<file path="src/hdl/smd_pkg.sv">
// types, constants and helpers shared by the sha-1 digest unit
`default_nettype none

package smd_pkg;

  // block and round geometry
  localparam int unsigned BLK_WORDS  = 16;
  localparam int unsigned NUM_ROUNDS = 80;
  localparam int unsigned CNT_W      = 61;
  localparam int unsigned LEN_W      = 64;
  localparam int unsigned FILL_W     = 6;
  localparam int unsigned RND_W      = 7;

  localparam logic [RND_W-1:0]  RND_LAST = RND_W'(NUM_ROUNDS - 1);
  localparam logic [RND_W-1:0]  RND_P1   = RND_W'(20);
  localparam logic [RND_W-1:0]  RND_P2   = RND_W'(40);
  localparam logic [RND_W-1:0]  RND_P3   = RND_W'(60);
  localparam logic [FILL_W-1:0] LEN_POS  = FILL_W'(56);
  localparam logic [7:0]        PAD_MARK = 8'h80;

  // round constants
  localparam logic [31:0] K_0 = 32'h5A827999;
  localparam logic [31:0] K_1 = 32'h6ED9EBA1;
  localparam logic [31:0] K_2 = 32'h8F1BBCDC;
  localparam logic [31:0] K_3 = 32'hCA62C1D6;

  // initial chaining words
  localparam logic [31:0] H_INIT0 = 32'h67452301;
  localparam logic [31:0] H_INIT1 = 32'hEFCDAB89;
  localparam logic [31:0] H_INIT2 = 32'h98BADCFE;
  localparam logic [31:0] H_INIT3 = 32'h10325476;
  localparam logic [31:0] H_INIT4 = 32'hC3D2E1F0;

  // input word
  typedef struct packed {
    logic [7:0] data_byte;
    logic       byte_present;
    logic       end_of_message;
  } smd_in_t;

  // result word
  typedef struct packed {
    logic [31:0] digest_h0;
    logic [31:0] digest_h1;
    logic [31:0] digest_h2;
    logic [31:0] digest_h3;
    logic [31:0] digest_h4;
  } smd_out_t;

  // sequencer states
  typedef enum logic [2:0] {
    ST_IDLE,
    ST_PAD,
    ST_ROUND,
    ST_FOLD,
    ST_DONE
  } smd_state_t;

  // control from the sequencer to the datapath
  typedef struct packed {
    logic       shift_en;
    logic [7:0] shift_byte;
    logic       start;
    logic       round_en;
    logic       fold;
    logic       reinit;
  } smd_ctl_t;

  // rotate left helpers
  function automatic logic [31:0] rotl1(input logic [31:0] x);
    return {x[30:0], x[31]};
  endfunction

  function automatic logic [31:0] rotl5(input logic [31:0] x);
    return {x[26:0], x[31:27]};
  endfunction

  function automatic logic [31:0] rotl30(input logic [31:0] x);
    return {x[1:0], x[31:2]};
  endfunction

endpackage

`default_nettype wire

</file>
<file path="src/hdl/smd_sched.sv">
// block buffer and message schedule window
`default_nettype none

module smd_sched (
  input  wire logic            clk,
  input  wire smd_pkg::smd_ctl_t ctl,
  output logic [31:0]          w_cur
);
  import smd_pkg::*;

  logic [31:0] w_r   [BLK_WORDS];
  logic [31:0] w_nxt [BLK_WORDS];
  logic [31:0] w_new;

  // next schedule word from the window taps
  assign w_new = rotl1(w_r[13] ^ w_r[8] ^ w_r[2] ^ w_r[0]);
  assign w_cur = w_r[0];

  // bytes shift in big-endian, rounds shift whole words
  always_comb begin
    for (int i = 0; i < BLK_WORDS; i++) begin
      w_nxt[i] = w_r[i];
    end
    if (ctl.shift_en) begin
      for (int i = 0; i < BLK_WORDS - 1; i++) begin
        w_nxt[i] = {w_r[i][23:0], w_r[i+1][31:24]};
      end
      w_nxt[BLK_WORDS-1] = {w_r[BLK_WORDS-1][23:0], ctl.shift_byte};
    end else if (ctl.round_en) begin
      for (int i = 0; i < BLK_WORDS - 1; i++) begin
        w_nxt[i] = w_r[i+1];
      end
      w_nxt[BLK_WORDS-1] = w_new;
    end
  end

  always_ff @(posedge clk) begin
    for (int i = 0; i < BLK_WORDS; i++) begin
      w_r[i] <= w_nxt[i];
    end
  end

endmodule

`default_nettype wire

</file>
<file path="src/hdl/smd_core.sv">
// shared round unit with working and chaining registers
`default_nettype none

module smd_core (
  input  wire logic                    clk,
  input  wire logic                    rst_n,
  input  wire smd_pkg::smd_ctl_t       ctl,
  input  wire logic [smd_pkg::RND_W-1:0] rnd,
  input  wire logic [31:0]             w_cur,
  output smd_pkg::smd_out_t            digest
);
  import smd_pkg::*;

  logic [31:0] a_r, b_r, c_r, d_r, e_r;
  logic [31:0] a_nxt, b_nxt, c_nxt, d_nxt, e_nxt;
  logic [31:0] h0_r, h1_r, h2_r, h3_r, h4_r;
  logic [31:0] h0_nxt, h1_nxt, h2_nxt, h3_nxt, h4_nxt;
  logic [31:0] f_val, k_val, t_val;

  // round function and constant by round group
  always_comb begin
    if (rnd < RND_P1) begin
      f_val = (b_r & c_r) | (~b_r & d_r);
      k_val = K_0;
    end else if (rnd < RND_P2) begin
      f_val = b_r ^ c_r ^ d_r;
      k_val = K_1;
    end else if (rnd < RND_P3) begin
      f_val = (b_r & c_r) | (b_r & d_r) | (c_r & d_r);
      k_val = K_2;
    end else begin
      f_val = b_r ^ c_r ^ d_r;
      k_val = K_3;
    end
  end

  assign t_val = rotl5(a_r) + f_val + e_r + k_val + w_cur;

  // working registers: load from chaining words, then one round per cycle
  always_comb begin
    a_nxt = a_r;
    b_nxt = b_r;
    c_nxt = c_r;
    d_nxt = d_r;
    e_nxt = e_r;
    if (ctl.start) begin
      a_nxt = h0_r;
      b_nxt = h1_r;
      c_nxt = h2_r;
      d_nxt = h3_r;
      e_nxt = h4_r;
    end else if (ctl.round_en) begin
      a_nxt = t_val;
      b_nxt = a_r;
      c_nxt = rotl30(b_r);
      d_nxt = c_r;
      e_nxt = d_r;
    end
  end

  // chaining words: fold after the last round, restart after a digest
  always_comb begin
    h0_nxt = h0_r;
    h1_nxt = h1_r;
    h2_nxt = h2_r;
    h3_nxt = h3_r;
    h4_nxt = h4_r;
    if (ctl.reinit) begin
      h0_nxt = H_INIT0;
      h1_nxt = H_INIT1;
      h2_nxt = H_INIT2;
      h3_nxt = H_INIT3;
      h4_nxt = H_INIT4;
    end else if (ctl.fold) begin
      h0_nxt = h0_r + a_r;
      h1_nxt = h1_r + b_r;
      h2_nxt = h2_r + c_r;
      h3_nxt = h3_r + d_r;
      h4_nxt = h4_r + e_r;
    end
  end

  always_ff @(posedge clk) begin
    a_r <= a_nxt;
    b_r <= b_nxt;
    c_r <= c_nxt;
    d_r <= d_nxt;
    e_r <= e_nxt;
  end

  always_ff @(posedge clk) begin
    if (!rst_n) begin
      h0_r <= H_INIT0;
      h1_r <= H_INIT1;
      h2_r <= H_INIT2;
      h3_r <= H_INIT3;
      h4_r <= H_INIT4;
    end else begin
      h0_r <= h0_nxt;
      h1_r <= h1_nxt;
      h2_r <= h2_nxt;
      h3_r <= h3_nxt;
      h4_r <= h4_nxt;
    end
  end

  assign digest = '{digest_h0: h0_r, digest_h1: h1_r, digest_h2: h2_r,
                    digest_h3: h3_r, digest_h4: h4_r};

endmodule

`default_nettype wire

</file>
<file path="src/hdl/sha1_message_digest_unit.sv">
// sha-1 digest unit top level: sequencer, padding, counters and result register
//
//   channel | ports                            | word
//   --------+----------------------------------+----------------------------------
//   input   | in_valid  in_ready  in_data      | one message byte and/or end mark
//   result  | out_valid out_ready out_data     | five 32-bit digest words
//
// a byte that does not complete a block is shifted in and leaves in_ready high.
// a byte that completes a block starts 80 rounds and one fold, all through the
// single round unit; in_ready is low meanwhile.
// the end word adds the pad bytes one by one (up to 64 per padded block), a
// compression per padded block and a final move of the digest out.
// the digest register holds the result until taken; a new message is accepted
// while it waits, and a second digest stalls until the first is taken.
// rst_n is synchronous, active low; the unit is ready right after reset.
`default_nettype none

module sha1_message_digest_unit (
  input  wire logic              clk,
  input  wire logic              rst_n,
  input  wire logic              in_valid,
  output logic                   in_ready,
  input  wire smd_pkg::smd_in_t  in_data,
  output logic                   out_valid,
  input  wire logic              out_ready,
  output smd_pkg::smd_out_t      out_data
);
  import smd_pkg::*;

  smd_state_t        state_r, state_nxt;
  logic [FILL_W-1:0] fill_r, fill_nxt;
  logic [CNT_W-1:0]  cnt_r, cnt_nxt, cnt_inc;
  logic [LEN_W-1:0]  len_r, len_nxt;
  logic [RND_W-1:0]  rnd_r, rnd_nxt;
  logic              pad_r, pad_nxt;
  logic              first_r, first_nxt;
  logic              lenok_r, lenok_nxt;
  logic              final_r, final_nxt;
  logic              out_valid_r, out_valid_nxt;
  smd_out_t          out_data_r;
  smd_out_t          digest;
  smd_ctl_t          ctl;
  logic [31:0]       w_cur;
  logic              in_acc, byte_acc, eom_acc;
  logic              pad_shift, block_full, len_byte, out_load;
  logic [7:0]        pad_byte;

  // handshake decode
  assign in_ready  = (state_r == ST_IDLE);
  assign in_acc    = in_valid & in_ready;
  assign byte_acc  = in_acc & in_data.byte_present;
  assign eom_acc   = in_acc & in_data.end_of_message;
  assign pad_shift = (state_r == ST_PAD);
  assign block_full = (byte_acc | pad_shift) & (&fill_r);
  assign len_byte  = ~first_r & lenok_r & (fill_r >= LEN_POS);
  assign out_load  = (state_r == ST_DONE) & (~out_valid_r | out_ready);
  assign cnt_inc   = cnt_r + CNT_W'(1);

  // padding byte: marker, zeros, then big-endian bit length
  always_comb begin
    if (first_r) begin
      pad_byte = PAD_MARK;
    end else if (len_byte) begin
      pad_byte = len_r[LEN_W-1 -: 8];
    end else begin
      pad_byte = 8'h00;
    end
  end

  // next state
  always_comb begin
    state_nxt = state_r;
    case (state_r)
      ST_IDLE: begin
        if (block_full) begin
          state_nxt = ST_ROUND;
        end else if (eom_acc) begin
          state_nxt = ST_PAD;
        end
      end
      ST_PAD: begin
        if (block_full) begin
          state_nxt = ST_ROUND;
        end
      end
      ST_ROUND: begin
        if (rnd_r == RND_LAST) begin
          state_nxt = ST_FOLD;
        end
      end
      ST_FOLD: begin
        if (final_r) begin
          state_nxt = ST_DONE;
        end else if (pad_r) begin
          state_nxt = ST_PAD;
        end else begin
          state_nxt = ST_IDLE;
        end
      end
      ST_DONE: begin
        if (out_load) begin
          state_nxt = ST_IDLE;
        end
      end
      default: state_nxt = ST_IDLE;
    endcase
  end

  // sequencer outputs
  always_comb begin
    ctl.shift_en   = 1'b0;
    ctl.shift_byte = in_data.data_byte;
    ctl.start      = block_full;
    ctl.round_en   = 1'b0;
    ctl.fold       = 1'b0;
    ctl.reinit     = 1'b0;
    case (state_r)
      ST_IDLE: begin
        ctl.shift_en = byte_acc;
      end
      ST_PAD: begin
        ctl.shift_en   = 1'b1;
        ctl.shift_byte = pad_byte;
      end
      ST_ROUND: ctl.round_en = 1'b1;
      ST_FOLD:  ctl.fold = 1'b1;
      ST_DONE:  ctl.reinit = out_load;
      default:  ctl.round_en = 1'b0;
    endcase
  end

  // counters and padding flags
  always_comb begin
    fill_nxt      = fill_r;
    cnt_nxt       = cnt_r;
    len_nxt       = len_r;
    rnd_nxt       = rnd_r;
    pad_nxt       = pad_r;
    first_nxt     = first_r;
    lenok_nxt     = lenok_r;
    final_nxt     = final_r;
    out_valid_nxt = out_valid_r & ~out_ready;

    if (ctl.shift_en) begin
      fill_nxt = fill_r + FILL_W'(1);
    end
    if (byte_acc) begin
      cnt_nxt = cnt_inc;
    end
    // latch the bit length of the finished message
    if (eom_acc) begin
      pad_nxt   = 1'b1;
      first_nxt = 1'b1;
      lenok_nxt = 1'b0;
      final_nxt = 1'b0;
      len_nxt   = {(in_data.byte_present ? cnt_inc : cnt_r), 3'b000};
    end
    // padding progress: length goes in once the marker sits before byte 56
    if (pad_shift) begin
      first_nxt = 1'b0;
      if (len_byte) begin
        len_nxt = {len_r[LEN_W-9:0], 8'h00};
      end
      if (&fill_r) begin
        final_nxt = lenok_r & ~first_r;
        lenok_nxt = 1'b1;
      end else if (first_r) begin
        lenok_nxt = (fill_r < LEN_POS);
      end
    end
    // round counter
    if (ctl.start) begin
      rnd_nxt = '0;
    end else if (ctl.round_en) begin
      rnd_nxt = rnd_r + RND_W'(1);
    end
    // digest out and restart of the message state
    if (out_load) begin
      out_valid_nxt = 1'b1;
      cnt_nxt       = '0;
      pad_nxt       = 1'b0;
      final_nxt     = 1'b0;
    end
  end

  always_ff @(posedge clk) begin
    if (!rst_n) begin
      state_r     <= ST_IDLE;
      fill_r      <= '0;
      cnt_r       <= '0;
      rnd_r       <= '0;
      pad_r       <= 1'b0;
      first_r     <= 1'b0;
      lenok_r     <= 1'b0;
      final_r     <= 1'b0;
      out_valid_r <= 1'b0;
    end else begin
      state_r     <= state_nxt;
      fill_r      <= fill_nxt;
      cnt_r       <= cnt_nxt;
      rnd_r       <= rnd_nxt;
      pad_r       <= pad_nxt;
      first_r     <= first_nxt;
      lenok_r     <= lenok_nxt;
      final_r     <= final_nxt;
      out_valid_r <= out_valid_nxt;
    end
  end

  // payload registers
  always_ff @(posedge clk) begin
    len_r <= len_nxt;
    if (out_load) begin
      out_data_r <= digest;
    end
  end

  smd_sched u_sched (
    .clk   (clk),
    .ctl   (ctl),
    .w_cur (w_cur)
  );

  smd_core u_core (
    .clk    (clk),
    .rst_n  (rst_n),
    .ctl    (ctl),
    .rnd    (rnd_r),
    .w_cur  (w_cur),
    .digest (digest)
  );

  assign out_valid = out_valid_r;
  assign out_data  = out_data_r;

  // a compression always starts on a freshly completed block
  a_round_on_full_block: assert property (@(posedge clk) disable iff (!rst_n)
    (state_r == ST_ROUND && $past(state_r) != ST_ROUND) |-> (fill_r == '0 && rnd_r == '0))
    else $error("compression started on a partial block");

  // the last padded block must carry the length field
  a_final_has_length: assert property (@(posedge clk) disable iff (!rst_n)
    final_r |-> (pad_r && lenok_r && !first_r))
    else $error("final block flagged before length placement");

  // a digest is only produced right after a fold
  a_done_after_fold: assert property (@(posedge clk) disable iff (!rst_n)
    (state_r == ST_DONE && $past(state_r) != ST_DONE) |-> $past(state_r) == ST_FOLD)
    else $error("digest state entered without a fold");

  // round counter never runs past the last round
  a_round_bound: assert property (@(posedge clk) disable iff (!rst_n)
    (state_r == ST_ROUND) |-> (rnd_r <= RND_LAST))
    else $error("round counter overrun");

endmodule

`default_nettype wire

</file>
<file path="config.mk">
export PLATFORM = sky130hd
export DESIGN_NAME = sha1_message_digest_unit
export DESIGN_NICKNAME = d
export VERILOG_FILES = /design/src/hdl/smd_pkg.sv /design/src/hdl/smd_sched.sv /design/src/hdl/smd_core.sv /design/src/hdl/sha1_message_digest_unit.sv
export SDC_FILE = /design/constraint.sdc
export NUM_CORES = 2
export LEC_CHECK = 0
export ABC_AREA = 1
export BUFFER_PORTS_ARGS = -buffer_cell sky130_fd_sc_hd__buf_2
export CAP_MARGIN = 10
export CORE_UTILIZATION = 35
export CTS_CLUSTER_DIAMETER = 150
export DETAILED_ROUTE_END_ITERATION = 8
export GPL_ROUTABILITY_DRIVEN = 0
export GPL_TIMING_DRIVEN = 0
export RECOVER_POWER = 50
export SLEW_MARGIN = 40
export SYNTH_ARGS = -nofsm -noshare
export SYNTH_HDL_FRONTEND = slang
export SYNTH_HIERARCHICAL = 1
export SYNTH_SLANG_ARGS = --single-unit
export TNS_END_PERCENT = 10
</file>
<file path="constraint.sdc">
create_clock -name clk -period 15.8 [get_ports clk]
set_input_delay 3.16 -clock clk [delete_from_list [all_inputs] [get_ports clk]]
set_output_delay 3.16 -clock clk [all_outputs]
set_load 0.005 [all_outputs]
</file>
-- Word-level counts from Yosys, hierarchy flattened
Memories as Yosys holds them, arrays and structs flattened.
Index checks and enable logic that the tools add are counted.
- memories kept: 1
- register bits after elaboration: 626
- word-level logic and storage cells: 132
- bits of input ports: 14
- memory bits (writable): 512
- order comparisons: 5
- mux-type cells: 45
- reduce and logical (&&, ||, !) cells: 8
- add/subtract/negate cells: 12
- bitwise gates (word level): 27
- eq/ne operators: 9
- memories (name ; depth ; bits a word ; read ports ; clocked after memory_dff ; wr ports ; RTL line ; source):
    u_sched.w_r ; 16 ; 32 ; 16 ; 0 ; 16 ; smd_sched.sv:11 ; logic [31:0] w_r [BLK_WORDS];
- operator list (operator ; number):
    2-to-1 mux 512 bit ; 2
    2-to-1 mux 32 bit ; 15
    adder 32 bit ; 9
    2-to-1 mux 64 bit ; 3
    bitwise XOR 32 bit ; 5
    AND 32 bit ; 4
    bitwise OR 32 bit ; 3
    adder 61 x 1 -> 61 bit, second input constant ; 1
    2-to-1 mux 61 bit ; 1
    inverter 32 bit ; 1
    2-to-1 mux 31 bit ; 1
    2-to-1 mux 8 bit ; 3
    2-to-1 mux 3 bit ; 6
    one-hot mux 3 bit (5 select lines) ; 1
    < comparator 7 x 6 -> 1 bit, second input constant ; 2
    2-to-1 mux 1 bit ; 12
    AND 1 bit ; 8
    OR reduction 2 bit ; 4
    adder 7 x 1 -> 7 bit, second input constant ; 1
    == test 7 bit, second input constant ; 1
    < comparator 7 x 5 -> 1 bit, second input constant ; 1
    adder 6 x 1 -> 6 bit, second input constant ; 1
    == test 3 x 2 -> 1 bit, second input constant ; 2
    >= comparator 6 bit, second input constant ; 1
    other kinds (13) ; 18

-- Depth between registers and ports, before layout
- word-level depth: 12
- depth in mapped cells: 25
- mapped depth without buffers: 24

-- Cells and area by module
Netlist, hierarchy kept.
- by module, submodules not included (module ; seq. area each (um^2) ; times used ; area each (um^2) ; cells each):
    smd_core ; 8007.7 ; 1 ; 28616.2 ; 4226
    smd_sched ; 15374.7 ; 1 ; 23892.9 ; 2557
    sha1_message_digest_unit ; 7727.4 ; 1 ; 13429.1 ; 1547

-- Least setup slack after synthesis
Ideal clock, no wire load.
- path type: input-to-reg
- from: input out_ready
- to: register u_core.h0_r[11]
- setup time: 0.115 ns
- setup slack: 4.288 ns
- path buffers: 2
- data arrival time: 11.396 ns
- cell stages on the path: 11
- required time: 15.685 ns
- cell sequence: inv_1 > nand2_1 > inv_1 > nor2_1 > nor2_1 > clkinv_1 > clkbuf_1 > clkbuf_1 > nor2_1 > o21ai_0 > inv_1
- RTL lines (what ; RTL line ; source):
    from (decl) ; sha1_message_digest_unit.sv:25 ; input wire logic out_ready,
    to (signal assigned) ; smd_core.sv:99 ; h0_r <= h0_nxt;
    to (decl) ; smd_core.sv:16 ; logic [31:0] h0_r, h1_r, h2_r, h3_r, h4_r;

-- Worst setup path after layout
- from: input out_ready
- to: register out_data_r, in the netlist out_data[5], enable pin
- longest elaborated chain between the ends: 2
- RTL lines (what ; RTL line ; source):
    bitwise OR 1 bit ; sha1_message_digest_unit.sv:56 ; assign out_load = (state_r == ST_DONE) & (~out_valid_r | out_ready);
    AND 1 bit ; sha1_message_digest_unit.sv:56 ;
    to (signal assigned) ; sha1_message_digest_unit.sv:214 ; out_data_r <= digest;
    to (decl) ; sha1_message_digest_unit.sv:40 ; smd_out_t out_data_r;
Every way passes these cells.
A chain may end at the register's enable or synchronous reset.

==> results.txt <==
----------------------------------------------------
[Layout]
  Filler Cell Count ... 19166
  Growth of design area from synthesis to finish ... 12.3%
  Layout cell share with drive strength beyond 1 ... 0.0593
  Commonest cells after routing, fill and taps aside ... nand2_1 (3001), inv_1 (1054), edfxtp_1 (832)
  Final design instance area without fill ... 74000 um^2
  Commonest non-fill, non-tap cell in the layout ... nand2_1
  Layout net count ... 8990

[Pwr]
  Clock Power Share ... 0.152
  Reported net switching power ... 9.44 mW
  Pwr Total ... 19.6 mW
  Sequential fraction of design power ... 0.313
  Total power density per cell area ... 265 nW/um^2
  Internal portion of total power ... 10.2 mW
  Fraction of power spent switching nets ... 0.481
  Max VDD drop ... 0.000300 V
  Static power due to leakage ... 33.0 nW
  Part of the power in combinational logic ... 0.534

[Drt]
  First drt pass iteration count ... 9
  Sum of routed wire length over all layers ... 236 mm
  1st-iter DRT viols ... 6647
  Antenna-violating nets left ... 0
  Average via count per standard cell ... 5.21
  Routed WL per cell ... 21.0 um
  Vias post-DR ... 58497
  Post-route DRC ... 0

[Worst setup path]
  Required time at the worst-slack endpoint ... 16.24 ns
  Register-to-register setup slack ... 9.67 ns
  CP Buf/Inv Count ... 10
  CP max-delay cell ... clkbuf_1
  Reg2Reg Depth ... 10
  Startpoint of the lowest-slack register-to-register path ... state_r[0]$_SDFFE_PN0P_
  Kind of cell adding the most delay to the critical path ... buffers and inverters
  Cell-by-cell trace of the critical path ... buf_2 -> inv_1 -> nand2_1 -> inv_1 -> nor2_1 -> clkbuf_1 -> clkbuf_1 -> clkbuf_1 -> clkbuf_1 -> clkbuf_1 -> buf_8 -> buf_16
  CP Capture Type ... flop
  Critical R2R Capture ... out_data[5]$_DFFE_PP_
  Longest individual stage delay on the worst path ... 0.93 ns
  Path type of the worst setup path ... primary input to flop
  CP max FO ... 24
  Most numerous cell on the critical path ... clkbuf_1
  Arrival @ worst endpoint ... 8.65 ns
  Type of element launching the critical path ... primary input

[Hold path]
  Beginning of the worst hold path ... len_r[1]$_DFF_P_
  Hold path cells ... 2
  Hold Crit Endpoint ... len_r[1]$_DFF_P_
  Path class of the lowest-slack min-delay path ... flop to flop

[Logic synthesis]
  Biggest area consumer among synthesized cells ... edfxtp_1
  Mean cell area of the mapped netlist ... 7.92 um^2
  Biggest area contributors in the synthesized netlist ... edfxtp_1 (38%), nand2_1 (17%), dfxtp_1 (9.3%), inv_1 (6.0%), o21ai_0 (3.9%)
  Ys Warns ... 6
  Synth async-reset ratio ... 0
  Synthesized cell area ... 65900 um^2
  Share of Yosys cell area claimed by the top area cell type ... 0.379
  Count of cell types in the netlist ... 54
  Post-synthesis sequential area ratio ... 0.472
  Number of enable-type register cells in the synthesized netlist ... 832
  Count of mapped cells out of synthesis ... 8330
  Syn_nets ... 8666
  Top_reg_cell synth ... edfxtp_1
  Count of state elements after synthesis ... 1138

[GRT]
  Number of antenna violations at the first check in global routing ... 6
  Global-route congestion overflow total ... 0
  Met3 track utilization from global routing ... 0.0428
  Number of global-route vias before repair ... 54662
  Met1 track demand over resource in global routing ... 0.306
  Global-route wire length before repair ... 342 mm
  Fraction of met2 tracks used by global routing ... 0.389
  Busiest grt layer ... met2
  Total track usage ... 0.240
  Maximum number of pins on one net before global-route repair ... 43

[Floorplan]
  Placement Rows ... 158
  Height of the die ... 436 um
  # IOs ... 176
  Die outline width ... 436 um
  Core Box Area ... 186000 um^2
  Area of the die ... 190000 um^2
  Initial cell density of the core ... 0.354

[CTS]
  Clock Tree Root ... clkbuf_16
  Clk sinks ... 1138
  Post-CTS setup buffers ... 0
  Clock-pin slew of the registers on the worst-case setup and hold paths ... 0.06 ns
  CTS Hold Buffers Added ... 0
  Cts repair resizes ... 0
  Clock buffer count from CTS ... 120
  Maximum buffer depth of the clock tree ... 3
  Maximum level of the CTS H-tree ... 3
  CTS tree ... done
  Worst-Skew Late Latency ... 0.80 ns

[STA]
  RSZ-0062 raised after global routing ... false
  Slew at the pin closest to its max-slew limit ... 1.54 ns
  Min setup slack post-route ... 7.59 ns
  Worst slew margin ... -0.0282
  Final Hold Fails ... 0
  Worst hold-check slack ... 0.443 ns
  Fin crit share ... 0.520
  Count of endpoints failing setup in the final report ... 0
  Clock Skews ... 0.0645 ns
  Minimum clock period ... 8.21 ns
  Max-slew violations ... 11
  Max Clock Freq ... 122 MHz

[Placed design]
  Detailed placement HPWL ... 185 mm
  Worst setup slack after placement ... 8.98 ns
  Placed Area ... 70500 um^2
  # port buffers ... 174

[Outcome]
  Result of the run ... finished with violations
  Violated checks ... max-capacitance violations, max-slew violations

[Flow run]
  Max_cap viols ... 1

----------------------------------------------------
-- area by class of cell --
class	count	area, um^2	share of cell area
clock buffer	142	3180	0.0429
clock inverter	81	966	0.0130
multi-input combinational	5829	29100	0.393
inverter	1064	3990	0.0540
buffer	299	1410	0.0191
tap	2480	3100	0.0419
antenna	3	7.51	0.000101
sequential	1138	31100	0.420
timing repair buffer	202	1180	0.0160
-- state kept, by name (all words and copies together) (netlist names), 61 cells and up --
signal / flops
u_sched/w_r: 512
out_data: 160
len_r: 64
cnt_r: 61
-- metrics by stage --
step	instances	setup TNS, ns	util
6_report	11238	0	0.398
5_1_grt	11236	0	0.397
4_1_cts	11235	0	0.401
3_5_place_dp	11012	0	0.379
3_3_place_gp	10984	-274.61	0.375
2_1_floorplan	8330	0	-
-- power groups by stage --
stage                     combinational [mW]  clock, mW  sequential (mW)
after CTS                               10.4       3.04             6.11
after global routing                    11.7       3.14             6.21
after detailed placement                10.3          0             6.16
final                                   10.5       2.99             6.15
after global placement                  10.0          0             6.41
after floorplan                         7.35          0             5.75
-- per-layer routing --
layer  part of all wire  vias to the layer above
met3              0.093                      599
met2               0.45                     2803
li1                   -                    27506
met1               0.39                    27583
met4              0.059                        6
met5            0.00019                        -
-- synth_stat cells, drive strengths merged (6+ instances only) --
| library cell | instances |
|---|---|
| edfxtp | 832 |
| nand3b | 16 |
| dfxtp | 306 |
| nand4 | 57 |
| xnor2 | 20 |
| inv | 1061 |
| nor3 | 26 |
| a21boi | 6 |
| buf | 203 |
| a211oi | 10 |
| or2 | 27 |
| nor4 | 8 |
| a31oi | 14 |
| o211ai | 40 |
| fa | 125 |
| nand3 | 386 |
| o21ai | 568 |
| o22ai | 11 |
| o21a | 10 |
| a21oi | 505 |
| a22o | 7 |
| xor2 | 61 |
| clkbuf | 96 |
| nor2 | 639 |
| o21bai | 33 |
| ha | 197 |
| a21o | 9 |
| nand2 | 3032 |
-- worst min-delay path, stage by stage, from the launching register on --
cell and delay (ns):
dfxtp_1 0.31, nand2_1 0.06, nor2_1 0.03
-- worst max-delay path by stage --
stage / from / depth (start not counted) / endpoint / slack [ns]
after global placement: out_ready / 12 / u_core/h0_r[28]$_SDFFE_PP0P_ / -2.56
after detailed placement: in_data[1] / 11 / u_core/d_r[25]$_DFFE_PP_ / 8.98
final: out_ready / 12 / out_data[5]$_DFFE_PP_ / 7.59
after global routing: out_ready / 12 / out_data[54]$_DFFE_PP_ / 7.09
after floorplan: out_ready / 11 / u_core/h0_r[11]$_SDFFE_PP0P_ / 4.29
after CTS: in_data[1] / 11 / u_core/c_r[12]$_DFFE_PP_ / 9.78
-- cells by family after synthesis --
group / synth area share
DFF: 0.472
AOI/OAI and AO/OA: 0.0994
xor gates and xnor gates: 0.0108
and+or+nand+nor: 0.256
adders and majority gates: 0.0753
buffers and inverters: 0.0871
Note: power is estimated with default switching activity, not from simulation.
